[src/design/momentum_predictor_stencil_core_assert.svh]
// assertion macros for the momentum predictor stencil core
`ifndef MOMENTUM_PREDICTOR_STENCIL_CORE_ASSERT_SVH
`define MOMENTUM_PREDICTOR_STENCIL_CORE_ASSERT_SVH

// same-cycle implication, disabled while in reset
`define MPS_ASSERT_NOW(label, clk, rstn, ante, cons, msg) \
    label: assert property (@(posedge clk) disable iff (!(rstn)) (ante) |-> (cons)) \
        else $error(msg);

// next-cycle implication, disabled while in reset
`define MPS_ASSERT_NEXT(label, clk, rstn, ante, cons, msg) \
    label: assert property (@(posedge clk) disable iff (!(rstn)) (ante) |=> (cons)) \
        else $error(msg);

`endif

[src/design/mps_pkg.sv]
// shared types, constants and helper functions for the momentum predictor
`default_nettype none

package mps_pkg;

    localparam int GRID_CELLS  = 128;
    localparam int DATA_W      = 32;
    localparam int CFG_W       = 17;
    localparam int CFG_ADDR_W  = 2;
    localparam int MID_W       = 47;
    localparam int WIDE_W      = 64;
    localparam int FRAC_W      = 16;
    localparam int LAP_W       = DATA_W + 4;
    localparam int LO_W        = 24;
    localparam int HI_W        = MID_W - LO_W;
    localparam int PPL_W       = LO_W + 1 + CFG_W + 1;
    localparam int PPH_W       = HI_W + CFG_W + 1;
    localparam int LANE_STAGES = 7;
    localparam int NUM_FIELDS  = 10;
    localparam int IN_TDATA_W  = NUM_FIELDS * DATA_W;
    localparam int OUT_BITS    = 2 * DATA_W + 1;
    localparam int OUT_TDATA_W = ((OUT_BITS + 7) / 8) * 8;

    localparam logic [CFG_ADDR_W-1:0] REG_TIME_STEP    = CFG_ADDR_W'(0);
    localparam logic [CFG_ADDR_W-1:0] REG_INV_REYNOLDS = CFG_ADDR_W'(1);

    localparam logic [CFG_W-1:0] TIME_STEP_RESET    = CFG_W'(100);
    localparam logic [CFG_W-1:0] INV_REYNOLDS_RESET = CFG_W'(655);

    typedef logic signed [DATA_W-1:0] data_t;
    typedef logic signed [MID_W-1:0]  mid_t;
    typedef logic signed [WIDE_W-1:0] wide_t;
    typedef logic signed [LAP_W-1:0]  lap_t;
    typedef logic [CFG_W-1:0]         cfg_t;

    localparam wide_t GRID_LIN = WIDE_W'(GRID_CELLS);
    localparam wide_t GRID_SQ  = WIDE_W'(GRID_CELLS * GRID_CELLS);
    localparam wide_t MID_MAX  = {{(WIDE_W - MID_W + 1){1'b0}}, {(MID_W - 1){1'b1}}};
    localparam wide_t MID_MIN  = ~MID_MAX;
    localparam wide_t DATA_MAX = {{(WIDE_W - DATA_W + 1){1'b0}}, {(DATA_W - 1){1'b1}}};
    localparam wide_t DATA_MIN = ~DATA_MAX;

    typedef struct packed {
        data_t c;
        data_t e;
        data_t w;
        data_t n;
        data_t s;
    } hood_t;

    typedef struct packed {
        data_t fe;
        data_t fw;
        data_t fn;
        data_t fs;
    } face_t;

    typedef struct packed {
        logic [LANE_STAGES-1:0] load;
    } pipe_ctl_t;

    typedef struct packed {
        data_t value;
        logic  ovf;
    } lane_out_t;

    // floor((a + b) / 2) on the exact sum
    function automatic data_t half_sum(input data_t a, input data_t b);
        logic signed [DATA_W:0] sum;
        sum = (DATA_W + 1)'(a) + (DATA_W + 1)'(b);
        return sum[DATA_W:1];
    endfunction

    function automatic mid_t clamp_mid(input wide_t x);
        if (x > MID_MAX) begin
            return MID_MAX[MID_W-1:0];
        end else if (x < MID_MIN) begin
            return MID_MIN[MID_W-1:0];
        end
        return x[MID_W-1:0];
    endfunction

    function automatic logic clamp_hit(input wide_t x);
        return (x > MID_MAX) || (x < MID_MIN);
    endfunction

endpackage

`default_nettype wire

[src/design/mps_merge.sv]
// merges the two lane results into the output register
`default_nettype none

module mps_merge import mps_pkg::*; (
    input  wire logic                   aclk,
    input  wire logic                   aresetn,
    input  wire logic                   in_valid,
    input  wire lane_out_t              u_res,
    input  wire lane_out_t              v_res,
    input  wire logic                   m_tready,
    output logic                        m_tvalid,
    output logic [OUT_TDATA_W-1:0]      m_tdata,
    output logic                        out_ready
);

    logic                   valid_reg, valid_next;
    logic [OUT_TDATA_W-1:0] data_reg, data_next;

    assign out_ready = !valid_reg || m_tready;

    always_comb begin
        valid_next = out_ready ? in_valid : valid_reg;
        data_next  = OUT_TDATA_W'({u_res.ovf | v_res.ovf, v_res.value, u_res.value});
    end

    always_ff @(posedge aclk) begin
        if (!aresetn) begin
            valid_reg <= 1'b0;
        end else begin
            valid_reg <= valid_next;
        end
    end

    always_ff @(posedge aclk) begin
        if (out_ready) begin
            data_reg <= data_next;
        end
    end

    assign m_tvalid = valid_reg;
    assign m_tdata  = data_reg;

endmodule

`default_nettype wire
[config.mk]
export PLATFORM = sky130hd
export DESIGN_NAME = mps_merge
export DESIGN_NICKNAME = d
export VERILOG_FILES = /design/src/design/momentum_predictor_stencil_core_assert.svh /design/src/design/mps_pkg.sv /design/src/design/mps_merge.sv
export SDC_FILE = /design/constraint.sdc
export NUM_CORES = 1
export LEC_CHECK = 0
export ABC_CLOCK_PERIOD_IN_PS = 1400
export BUFFER_PORTS_ARGS = -buffer_cell sky130_fd_sc_hd__buf_2
export CAP_MARGIN = 25
export CORE_ASPECT_RATIO = 1.1
export CORE_MARGIN = 3
export CORE_UTILIZATION = 40
export DETAILED_ROUTE_END_ITERATION = 12
export PLACE_DENSITY = 0.86
export SLEW_MARGIN = 20
export SYNTH_ARGS = -nofsm -noshare
export SYNTH_HDL_FRONTEND = slang
export SYNTH_SLANG_ARGS = --single-unit
[constraint.sdc]
create_clock -name aclk -period 1.4 [get_ports aclk]
set_input_delay 0.07 -clock aclk [delete_from_list [all_inputs] [get_ports aclk]]
set_output_delay 0.07 -clock aclk [all_outputs]
set_load 0.02 [all_outputs]
Yosys cells after proc, flatten, opt, wreduce, memory -nomap -nowiden

Cells that the tools add are included.

Bits of input ports: 70
Logic and storage cells: 5
Register bits after elaboration: 66

Reductions and logical operators: 2
Bitwise logic cells: 1

Operators by type and width:

| kind             | count |
|---|---|
| zero test 1 bit  | 1 |
| logical OR 1 bit | 1 |
| bitwise OR 1 bit | 1 |

Logic depth before layout (Yosys ltp)

Gate-level depths: netlist of run 1.

Word-level depth: 2
Mapped depth: 2

Least setup slack after synthesis of run 1

OpenSTA, ideal clock, no wires.

Path kind: register to register
From: register valid_reg, in the netlist m_tvalid
To: register data_reg[0], in the netlist m_tdata[0] (enable)
Path slack: 74 ps
Clock period less this slack: 1326 ps
Setup time: 380 ps
Path buffers: 0
Data required time: 1020 ps
Stages on the path, launching flop included: 2
Arrival time: 946 ps
Path through: dfxtp_1 nand2b_4

Cells in the longest elaborated chain, start to end: 2

RTL lines:

| item                   | RTL line        | RTL |
|---|---|---|
| from (decl)            | mps_merge.sv:16 | `logic valid_reg, valid_next;` |
| from (signal assigned) | mps_merge.sv:30 | `valid_reg <= valid_next;` |
| zero test 1 bit        | mps_merge.sv:19 | `assign out_ready = !valid_reg \|\| m_tready;` |
| logical OR 1 bit       | mps_merge.sv:19 |  |
| via out_ready          | mps_merge.sv:13 | `output logic out_ready` |
| to (signal assigned)   | mps_merge.sv:36 | `data_reg <= data_next;` |
| to (decl)              | mps_merge.sv:17 | `logic [OUT_TDATA_W-1:0] data_reg, data_next;` |

The timed path passes the listed nets, and every way through them passes these cells.
A chain may end at the register's enable or synchronous reset.

Worst setup path in the final report of run 1

From: register valid_reg, in the netlist m_tvalid
To: output out_ready

Cells in the longest elaborated chain, start to end: 2

RTL lines:

| item             | RTL line |
|---|---|
| zero test 1 bit  | mps_merge.sv:19 |
| logical OR 1 bit | mps_merge.sv:19 |
| to (decl)        | mps_merge.sv:13 |

No other way between the ends.

==> results of run 1 <==
## metrics by stage
step	total power, mW	setup WS, ps
final	4.384	103.8
after global routing	4.585	20.64
after CTS	4.409	44.28
after detailed placement	2.854	382.7
after global placement	2.841	412.3
after floorplan	2.641	73.78
## repair_timing
action                                  in CTS  in global routing
hold buffers                                68                  0
endpoints found under the setup margin       0                  1
endpoints found under the hold margin       66                  0
## cell families (layout without fill, tap and decap cells)
kind of cell           count (synthesis)  after routing
flip-flops                            66             66
other                                  1              7
AO/OA/AOI/OAI                          1              1
AND/OR/NAND/NOR                        2              2
buffers and inverters                  8            220
## cells in the mapped netlist
library cell	instances
sky130_fd_sc_hd__dfxtp_1	1
sky130_fd_sc_hd__conb_1	1
sky130_fd_sc_hd__nand2b_4	1
sky130_fd_sc_hd__buf_4	7
sky130_fd_sc_hd__inv_1	1
sky130_fd_sc_hd__edfxtp_1	65
sky130_fd_sc_hd__a21boi_2	1
sky130_fd_sc_hd__or2_1	1
## worst register-to-register path, stage by stage, from the launching register on
cell	delay, ps
sky130_fd_sc_hd__dfxtp_1	350
sky130_fd_sc_hd__nand2b_4	100
sky130_fd_sc_hd__buf_4	270
## power by group through the flow
| stage | logic (mW) | registers [mW] | clock network (mW) |
|---|---|---|---|
| CTS | 0.609 | 2.35 | 1.45 |
| floorplan | 0.0625 | 2.58 | 0 |
| finish | 0.609 | 2.36 | 1.42 |
| detailed placement | 0.461 | 2.39 | 0 |
| global route | 0.652 | 2.37 | 1.56 |
| global placement | 0.453 | 2.39 | 0 |
## worst min path at each step
stage | from | endpoint | slack [ps] | cells past startpoint
floorplan | u_res[1] | m_tdata[0]$_DFFE_PP_ | 170 | 0
global placement | v_res[14] | m_tdata[45]$_DFFE_PP_ | 250 | 1
detailed placement | v_res[24] | m_tdata[55]$_DFFE_PP_ | 250 | 1
CTS | m_tready | m_tvalid$_SDFFE_PN0P_ | 330 | 4
global route | v_res[0] | m_tdata[64]$_DFFE_PP_ | 30 | 2
finish | v_res[0] | m_tdata[64]$_DFFE_PP_ | 10 | 2
## routing by layer
metal | routed length, um | GRT usage [%] | vias up
met2 | 2874 | 30.93 | 90
li1 | - | - | 716
met5 | 0 | 0 | -
met4 | 59 | 8.007 | 0
met1 | 1824 | 20.33 | 719
met3 | 514 | 7.673 | 7
## sequential cells by signal, indices dropped and copies added (netlist names)
name / cells
m_tdata: 65
m_tvalid: 1
## cell type report
| cell class | instances | area (um2) | share of cell area, % |
|---|---|---|---|
| sequential | 66 | 1972 | 53.97 |
| inverter | 1 | 3.754 | 0.1027 |
| timing repair buffer | 205 | 1379 | 37.74 |
| clock inverter | 5 | 47.55 | 1.301 |
| tap | 56 | 70.07 | 1.918 |
| multi-input combinational | 10 | 57.56 | 1.575 |
| clock buffer | 9 | 123.9 | 3.390 |
==> impl_summary.log, run 1 <==
INFO  metric status = complete, no violations
INFO  metric power.share.clock = between 30 and 40%
INFO  metric cts_setup_buffers = 0
INFO  metric share_comb_of_total_power = ~14%
INFO  metric timing.critical_path.slowest_cell_delay = around 350 ps
INFO  metric worst_skew_pair.late_latency = about 320 ps
INFO  metric synth_top_area_cell = sky130_fd_sc_hd__edfxtp_1
INFO  metric power_report.internal_total = 3.390 mW
INFO  metric initial_core_util = a little over two fifths
INFO  metric gr-usage-all-layers = 18.42%
INFO  metric post_synth_num_cell_types = 8
INFO  metric mostFrequentLayoutCell = sky130_fd_sc_hd__buf_2
INFO  metric synth_fa_ha_area_share = 0%
INFO  metric area_growth_syn_to_layout = 77.08%
INFO  metric numCtsBuffers = 9
INFO  metric drt_first_pass_iters = 4
INFO  metric p_sw_share = ~23%
INFO  metric stdcell_area = 3654 um2
INFO  metric synthDominantCellAreaShare = a little over nine tenths
INFO  metric max_freq = 771.5 MHz
INFO  metric placed_cells = ~270
INFO  metric hold_path_class = input pin to flip-flop
INFO  metric finalHoldWorstSlack = around 14 ps
INFO  metric ff2ff_setup_slack = roughly 370 ps
INFO  metric clock_sink_total = 66
INFO  metric crit_end = out_ready
INFO  metric routed-via-count = 1,532
INFO  metric worst_r2r_startpoint = m_tvalid$_SDFFE_PN0P_
INFO  metric grt_pass1_wl = slightly below 8000 um
INFO  metric ctsResizeCount = 0
INFO  metric net-switching-power = approximately 1 mW
INFO  metric dp_hpwl = around 3200 um
INFO  metric fin_tns_setup = 0 ps
INFO  metric power_density = approximately 1200 nW/um2
INFO  metric fin_skew = 5.392 ps
INFO  metric h-tree-depth = 3
INFO  metric irDropWorstVdd = a little over 800 uV
INFO  metric total_i_o_pin_count = about 140
INFO  metric hold_viol_final = 0
INFO  metric drc = 0
INFO  metric routed_wl = 5272 um
INFO  metric wl_per_cell = roughly 15 um
INFO  metric cap_violations = 0
INFO  metric critPathTopFamily = buffers and inverters
INFO  metric worstSetupEndpointType = output port
INFO  metric timing_max_transition_violations_final = 0
INFO  metric number_of_global_route_vias_before_repair = between 1,500 and 2,000
INFO  metric std_cell_rows = 26
INFO  metric sequential_fraction_of_the_synthesis_area = between 90% and 100%
INFO  metric number_of_nets_still_failing_antenna_checks_after_routing = 0
INFO  metric grt_start_max_net_pins = 47
INFO  metric netlist_instances = approximately 80
INFO  metric synthSimpleGateAreaFrac = less than 1%
INFO  metric antenna_found_initial = 0
INFO  metric placed_cell_area = around 2800 um2
INFO  metric critical_path.max_fanout = 46
INFO  metric numPortBuffers = around 140
INFO  metric die-width = around 74 um
INFO  metric post_synth_xor_area_fraction = 0%
INFO  metric die_height = between 80 and 90 um
INFO  metric synth.area.mux_share = 0%
INFO  metric synth_top_cells_by_area = sky130_fd_sc_hd__edfxtp_1, sky130_fd_sc_hd__buf_4, sky130_fd_sc_hd__dfxtp_1
INFO  metric antenna_cells_inserted = 0
INFO  metric number_of_buffer_and_inverter_instances_along_the_worst_setup_path = 2
INFO  metric setup_repair_after_global_routing_missed_its_margin = false
INFO  metric tritoncts = done
INFO  metric ff2ff_path_depth = 2
INFO  metric avgViaCountPerCell = between 4 and 5
INFO  metric drt_iter0_markers = 65
INFO  metric timing.final.crit_period = 1296 ps
INFO  metric clk_transition_reported_paths = 60 ps
INFO  metric cp_slowest_cell = sky130_fd_sc_hd__dfxtp_1
INFO  metric yosys_warns = 0
INFO  metric die-area = 6057 um2
INFO  metric layout.nets = between 300 and 400
INFO  metric timing.final.setup_violations = 0
INFO  metric cts_buffer_depth = 2
INFO  metric syn-mean-instance-area = between 20 and 30 um2
INFO  metric drive_gt1_share = between 50% and 60%
INFO  metric share_seq_of_total_power = 53.7%
INFO  metric timing.rr.end = m_tdata[61]$_DFFE_PP_
INFO  metric synth_compound_area_share = less than 1%
INFO  metric worst-endpoint-arrival = around 1200 ps
INFO  metric cp.depth = 3
INFO  metric worst_setup_path_start_kind = flip-flop
INFO  metric power.static_leakage = approximately 1.6 nW
INFO  metric leading_cell_types_in_the_layout_fill_and_taps_excluded = sky130_fd_sc_hd__buf_2, sky130_fd_sc_hd__dlygate4sd3_1, sky130_fd_sc_hd__edfxtp_1
INFO  metric grt-ovfl-total = 0
INFO  metric ys_seq_elements = 66
INFO  metric final_core_utilization = between 70% and 80%
INFO  metric layout.cells.non_filler = 352
INFO  metric clock-root-buffer = sky130_fd_sc_hd__clkbuf_8
INFO  metric crit_type = flip-flop to output port
INFO  metric timing.final.crit_share = approximately 93%
INFO  metric worst-endpoint-required = 1330 ps
INFO  metric cp-startpoint = m_tvalid$_SDFFE_PN0P_
INFO  metric cp_cell_sequence = nand2b_4, buf_12, buf_2
INFO  metric dominant_combinational_cell_family_by_area_after_synthesis = buffers and inverters
INFO  metric layout.filler_cells = between 300 and 400
INFO  metric gpl.final_weighted_congestion = around 0.69
INFO  metric core_area = approximately 4800 um2
INFO  metric synth_area = between 2000 and 2500 um2
Power figures use the tool's default switching activity.
==> run 2, diff against run 1 <==
Settings changed: PLACE_DENSITY 0.86 to not set, PLACE_DENSITY_LB_ADDON set to 0.05.
==> impl_summary.log, run 2 (synthesis gave the netlist of run 1 again) <==
INFO  metric status = complete, no violations
INFO  metric power.share.clock = 32.3% (about the same)
INFO  metric cp.depth = 3 (unchanged)
INFO  metric critical_path.max_fanout = 34 (-26%)
INFO  metric clock_sink_total = 66 (unchanged)
INFO  metric net-switching-power = 0.9836 mW (-1.0%)
INFO  metric layout.nets = 362 (-0.28%)
INFO  metric numCtsBuffers = 9 (unchanged)
INFO  metric grt-ovfl-total = 0 (unchanged)
INFO  metric tritoncts = done
INFO  metric area_growth_syn_to_layout = 77.93%
INFO  metric placed_cell_area = 2804 um2 (-0.27%)
INFO  metric cap_violations = 0 (unchanged)
INFO  metric largest_register_ffs = 65 (unchanged)
INFO  metric timing.rr.end = m_tdata[13]$_DFFE_PP_
INFO  metric layout.filler_cells = 298 (-1.7%)
INFO  metric drive_gt1_share = 51.01% (-0.34 points)
INFO  metric routed-via-count = 1,509 (-1.5%)
INFO  metric timing.final.crit_share = 87.64% (-4.9 points)
INFO  metric wl_met1 = 1687 um (-7.5%)
INFO  metric cp-startpoint = m_tvalid$_SDFFE_PN0P_
INFO  metric crit_end = out_ready
INFO  metric max_freq = 815.0 MHz (+5.6%)
INFO  metric worst_r2r_startpoint = m_tvalid$_SDFFE_PN0P_
INFO  metric ff2ff_setup_slack = 410 ps (+40 ps)
INFO  metric fin_skew = 9.342 ps (+3.950 ps)
INFO  metric timing.final.setup_violations = 0 (unchanged)
INFO  metric worst-endpoint-required = 1330 ps (about the same)
INFO  metric power_report.internal_total = 3.402 mW (+0.37%)
INFO  metric min_from = u_res[0]
INFO  metric dr.max_layer_used = met4
INFO  metric share_comb_of_total_power = 14.0% (about the same)
INFO  metric grt_pass1_wl = 7672 um (-3.1%)
INFO  metric die-width = 74.48 um (unchanged)
INFO  metric wl_per_cell = 15.29 um (+2.1%)
INFO  metric setup_repair_after_global_routing_missed_its_margin = false
INFO  metric initial_core_util = 42.85% (unchanged)
INFO  metric stdcell_area = 3671 um2 (+0.48%)
INFO  metric met2RoutedLength = 3203 um (+11%)
INFO  metric hold_viol_final = 0 (unchanged)
INFO  metric number_of_nets_still_failing_antenna_checks_after_routing = 0 (unchanged)
INFO  metric timing.final.crit_period = 1227 ps (-69.25 ps)
INFO  metric drt_first_pass_iters = 4 (unchanged)
INFO  metric cts_buffer_depth = 2 (unchanged)
INFO  metric clock-root-buffer = sky130_fd_sc_hd__clkbuf_8
INFO  metric dp_hpwl = 3265 um (+2.3%)
INFO  metric power_density = 1195 nW/um2 (-0.42%)
INFO  metric timing.critical_path.slowest_cell_delay = 330 ps (-20 ps)
INFO  metric die_height = 81.33 um (unchanged)
INFO  metric worst-endpoint-arrival = 1160 ps (-70 ps)
INFO  metric h-tree-depth = 3 (unchanged)
INFO  metric gr-usage-all-layers = 17.92% (-0.51 points)
INFO  metric avgViaCountPerCell = 4.287 (-1.5%)
INFO  metric die-area = 6057 um2 (unchanged)
INFO  metric gpl.final_weighted_congestion = 0.6402 (-6.8%)
INFO  metric power.static_leakage = 1.647 nW (+0.44%)
INFO  metric drt_iter0_markers = 68 (+4.6%)
INFO  metric critPathTopFamily = buffers and inverters
INFO  metric ff2ff_path_depth = 2 (unchanged)
INFO  metric clk_transition_reported_paths = 70 ps (about the same)
INFO  metric cp_cell_sequence = nand2b_4, buf_16, buf_2
INFO  metric fin_tns_setup = 0 ps (unchanged)
INFO  metric grt_start_max_net_pins = 68 (+45%)
INFO  metric numPortBuffers = 136 (unchanged)
INFO  metric routed_wl = 5382 um (+2.1%)
INFO  metric hold_path_class = input pin to flip-flop
INFO  metric worst_setup_path_start_kind = flip-flop
INFO  metric met3RoutedLength = 448 um (-13%)
INFO  metric share_seq_of_total_power = 53.7% (about the same)
INFO  metric antenna_cells_inserted = 0 (unchanged)
INFO  metric irDropWorstVdd = 933.7 uV (+15%)
INFO  metric worst_skew_pair.late_latency = 320 ps (about the same)
INFO  metric crit_type = flip-flop to output port
INFO  metric std_cell_rows = 26 (unchanged)
INFO  metric leading_cell_types_in_the_layout_fill_and_taps_excluded = sky130_fd_sc_hd__buf_2, sky130_fd_sc_hd__dlygate4sd3_1, sky130_fd_sc_hd__edfxtp_1
INFO  metric drc = 0 (unchanged)
INFO  metric total_i_o_pin_count = 144 (unchanged)
INFO  metric timing_max_transition_violations_final = 0 (unchanged)
INFO  metric number_of_buffer_and_inverter_instances_along_the_worst_setup_path = 2 (unchanged)
INFO  metric number_of_global_route_vias_before_repair = 1,570 (-2.4%)
INFO  metric worstSetupEndpointType = output port
INFO  metric antenna_found_initial = 0 (unchanged)
INFO  metric p_sw_share = 22.43% (-0.24 points)
INFO  metric mostFrequentLayoutCell = sky130_fd_sc_hd__buf_2
INFO  metric core_area = 4815 um2 (unchanged)
INFO  metric cp_slowest_cell = sky130_fd_sc_hd__dfxtp_1
-- run 2: how the worst min path moves through the flow --
stage / to / cells past startpoint
finish: m_tdata[64]$_DFFE_PP_ / 2
floorplan: m_tdata[0]$_DFFE_PP_ / 0
detailed placement: m_tdata[31]$_DFFE_PP_ / 1
global route: m_tdata[64]$_DFFE_PP_ / 2
CTS: m_tdata[64]$_DFFE_PP_ / 2
global placement: m_tdata[1]$_DFFE_PP_ / 1
-- run 2: through the flow --
step / util (%) / setup WS [ps] / power (mW) / std cells / hold slack, ps
finish: 76.25 / 173.0 / 4.386 / 352 / 14.03
global route: 76.25 / 98.20 / 4.563 / 352 / 17.98
CTS: 75.57 / 21.11 / 4.411 / 351 / 5.342
detailed placement: 58.24 / 335.6 / 2.859 / 270 / 248.1
global placement: 58.24 / 365.6 / 2.843 / 270 / 246.9
floorplan: - / 73.78 / 2.641 / 84 / 168.9
-- run 2: metal layers --
metal  up-vias  track usage, %
met5         -               0
met4         0           7.829
met3         6           6.188
met2        79           34.36
met1       706           16.57
li1        718               -
-- run 2: final cells by class --
cell class	instances	area [um2]	share of cell area, %
flip-flops and latches	66	1972	53.72
repair buffers	204	1394	37.97
clock buffers	10	127.6	3.476
clock inverters	5	46.29	1.261
inverters	1	3.754	0.1022
well taps	56	70.07	1.909
multi-input cells	10	57.56	1.568
-- run 2: power by group through the flow --
stage	sequential (mW)	combinational (mW)	clock (mW)
finish	2.35	0.615	1.42
global route	2.37	0.655	1.54
global placement	2.39	0.453	0
CTS	2.36	0.606	1.45
detailed placement	2.40	0.462	0
floorplan	2.58	0.0625	0
-- run 2: repair_timing --
action / CTS / global route
buffers inserted: 0 / 0
hold endpoints to repair: 65 / 0
gates resized for setup: 0 / 1
endpoints found under the setup margin: 0 / 1
hold buffers: 66 / 0
==> run 3, diff against run 2 <==
Settings changed: CORE_MARGIN 3 to not set.
==> impl_summary.log, run 3 (synthesis gave the netlist of run 1 again) <==
INFO  metric status = complete, but fails checks
INFO  metric violated_checks = design-rule violations
INFO  metric timing.final.crit_share = 85.82% (-1.8 points)
INFO  metric gpl.final_weighted_congestion = 0.6606 (+3.2%)
INFO  metric ctsResizeCount = 0 (unchanged)
INFO  metric grt_start_max_net_pins = 28 (-59%)
INFO  metric power_density = 1238 nW/um2 (+3.6%)
INFO  metric tritoncts = done
INFO  metric dp_hpwl = 3000 um (-8.1%)
INFO  metric critical_path.max_fanout = 27 (-21%)
INFO  metric die-width = 70.48 um (-5.4%)
INFO  metric drc = 22 (+22)
INFO  metric h-tree-depth = 3 (unchanged)
INFO  metric cts_buffer_depth = 2 (unchanged)
INFO  metric p_sw_share = 21.44% (-0.99 points)
INFO  metric number_of_nets_still_failing_antenna_checks_after_routing = 0 (unchanged)
INFO  metric placed_cell_area = 2826 um2 (+0.80%)
INFO  metric timing_max_transition_violations_final = 0 (unchanged)
INFO  metric core_area = 5000 um2 (+3.8%)
INFO  metric clock-root-buffer = sky130_fd_sc_hd__clkbuf_8
INFO  metric routed_wl = 4812 um (-11%)
INFO  metric max_freq = 832.3 MHz (+2.1%)
INFO  metric numCtsBuffers = 9 (unchanged)
INFO  metric cap_violations = 0 (unchanged)
INFO  metric cp_cell_sequence = nand2b_4, buf_4, buf_12
INFO  metric clock_sink_total = 66 (unchanged)
INFO  metric cp_slowest_cell = sky130_fd_sc_hd__dfxtp_1
INFO  metric number_of_global_route_vias_before_repair = 1,582 (+0.76%)
INFO  metric power_report.internal_total = 3.603 mW (+5.9%)
INFO  metric setup_repair_after_global_routing_missed_its_margin = false
INFO  metric post-route-worst-setup-slack = 198.6 ps (+25.54 ps)
INFO  metric antenna_cells_inserted = 0 (unchanged)
INFO  metric die_height = 77.33 um (-4.9%)
INFO  metric grt_pass1_wl = 7355 um (-4.1%)
INFO  metric irDropWorstVdd = 939.5 uV (+0.62%)
INFO  metric number_of_buffer_and_inverter_instances_along_the_worst_setup_path = 2 (unchanged)
INFO  metric routed-via-count = 1,504 (-0.33%)
INFO  metric timing.final.crit_period = 1201 ps (-25.54 ps)
INFO  metric std_cell_rows = 27 (+3.8%)
INFO  metric critPathTopFamily = buffers and inverters
INFO  metric layout.cells.non_filler = 356 (+1.1%)
INFO  metric die-area = 5449 um2 (-10%)
INFO  metric layout.nets = 364 (+0.55%)
INFO  metric timing.critical_path.slowest_cell_delay = 340 ps (about the same)
INFO  metric worst-endpoint-arrival = 1220 ps (+60 ps)
INFO  metric gr-usage-all-layers = 18.58% (+0.67 points)
INFO  metric layout.filler_cells = 325 (+9.1%)
INFO  metric crit_type = flip-flop to flip-flop
INFO  metric antenna_found_initial = 0 (unchanged)
INFO  metric clk_transition_reported_paths = 60 ps (about the same)
INFO  metric timing.final.setup_violations = 0 (unchanged)
INFO  metric area_growth_syn_to_layout = 79.56%
INFO  metric power.share.clock = 35.3% (+3.0 points)
INFO  metric worst_r2r_startpoint = m_tvalid$_SDFFE_PN0P_
INFO  metric drt_first_pass_iters = 8 (+4)
INFO  metric initial_core_util = 41.27% (-1.6 points)
INFO  metric numPortBuffers = 136 (unchanged)
INFO  metric hold_viol_final = 0 (unchanged)
INFO  metric fin_skew = 6.807 ps (-2.536 ps)
INFO  metric total_i_o_pin_count = 144 (unchanged)
INFO  metric finalHoldWorstSlack = 30.15 ps (+16.12 ps)
INFO  metric stdcell_area = 3705 um2 (+0.92%)
INFO  metric avgViaCountPerCell = 4.225 (-1.5%)
INFO  metric worstSetupEndpointType = flip-flop
INFO  metric hold_path_class = input pin to flip-flop
INFO  metric drt_iter0_markers = 101 (+49%)
INFO  metric worst_setup_path_start_kind = flip-flop
INFO  metric min_from = u_res[0]
INFO  metric cp-startpoint = m_tvalid$_SDFFE_PN0P_
INFO  metric grt_use_met1 = 19.96% (+3.4 points)
INFO  metric worst_skew_pair.late_latency = 320 ps (about the same)
INFO  metric drive_gt1_share = 51.34% (+0.33 points)
INFO  metric mostFrequentLayoutCell = sky130_fd_sc_hd__buf_2
INFO  metric net-switching-power = 0.9834 mW (about the same)
INFO  metric wl_per_cell = 13.52 um (-12%)
INFO  metric power.static_leakage = 1.660 nW (+0.83%)
INFO  metric largest_register_ffs = 65 (unchanged)
INFO  metric met2_usage_grt = 32.72% (-1.6 points)
INFO  metric fin_tns_setup = 0 ps (unchanged)
INFO  metric preCtsSetupSlack = 289.8 ps (-45.82 ps)
INFO  metric leading_cell_types_in_the_layout_fill_and_taps_excluded = sky130_fd_sc_hd__buf_2, sky130_fd_sc_hd__dlygate4sd3_1, sky130_fd_sc_hd__edfxtp_1
INFO  metric grt-ovfl-total = 0 (unchanged)
INFO  metric busiest_layer = met2
INFO  metric share_seq_of_total_power = 51.3% (-2.4 points)
INFO  metric share_comb_of_total_power = 13.3% (-0.7 points)
INFO  metric grt.met3_usage = 5.388% (-0.80 points)
INFO  metric worst-endpoint-required = 1420 ps (+90 ps)
INFO  metric placed_cells = 273 (+1.1%)
==> run 3: cell types whose count changed in the layout (fill, tap and decap cells not counted), sizes merged <==
cell	change
dlygate4sd3	+1
clkinv	-3
bufinv	+1
clkbuf	+1
buf	+2
==> run 3: routing by layer <==
layer  share of wire (%)  vias up  wire [um]
met3                 8.3        6        397
met1                  37      689       1788
met2                  53       90       2559
met5                   0        -          0
li1                    -      719          -
met4                 1.4        0         66
==> run 3: layout make-up <==
type                    count  area, um2  share of cell area, %
clock buffers              12      135.1                  3.647
well taps                  58      72.57                  1.959
multi-input cells          10      57.56                  1.554
clock inverters             3      65.06                  1.756
repair buffers            206       1399                  37.76
inverters                   1      3.754                 0.1013
flip-flops and latches     66       1972                  53.23
==> run 3: through the flow <==
| step | util [%] | power, mW |
|---|---|---|
| finish | 74.10 | 4.587 |
| global route | 74.10 | 4.746 |
| CTS | 74.30 | 4.625 |
| global placement | 56.53 | 2.848 |
| floorplan | - | 2.641 |
| detailed placement | 56.53 | 2.861 |
==> run 3: power by group through the flow <==
stage,sequential [mW],combinational (mW),clock (mW)
final,2.35,0.612,1.62
after global routing,2.37,0.649,1.73
after CTS,2.35,0.613,1.66
after detailed placement,2.40,0.465,0
after global placement,2.39,0.457,0
after floorplan,2.58,0.0625,0
==> run 3: path summary, 6_finish.rpt <==
path                           endpoint  slack (ps)  cells after the start
hold reg to reg   m_tdata[38]$_DFFE_PP_         750                      2
setup / recovery   m_tdata[2]$_DFFE_PP_         200                      3
setup reg to reg   m_tdata[2]$_DFFE_PP_         200                      3
hold / removal    m_tdata[64]$_DFFE_PP_          30                      2
==> run 3: what timing repair did <==
| action | CTS | global route |
|---|---|---|
| hold buffers | 68 | 0 |
| endpoints found under the setup margin | 1 | 1 |
| setup buffers | 1 | 0 |
| endpoints found under the hold margin | 66 | 0 |
| gates cloned | 0 | 0 |
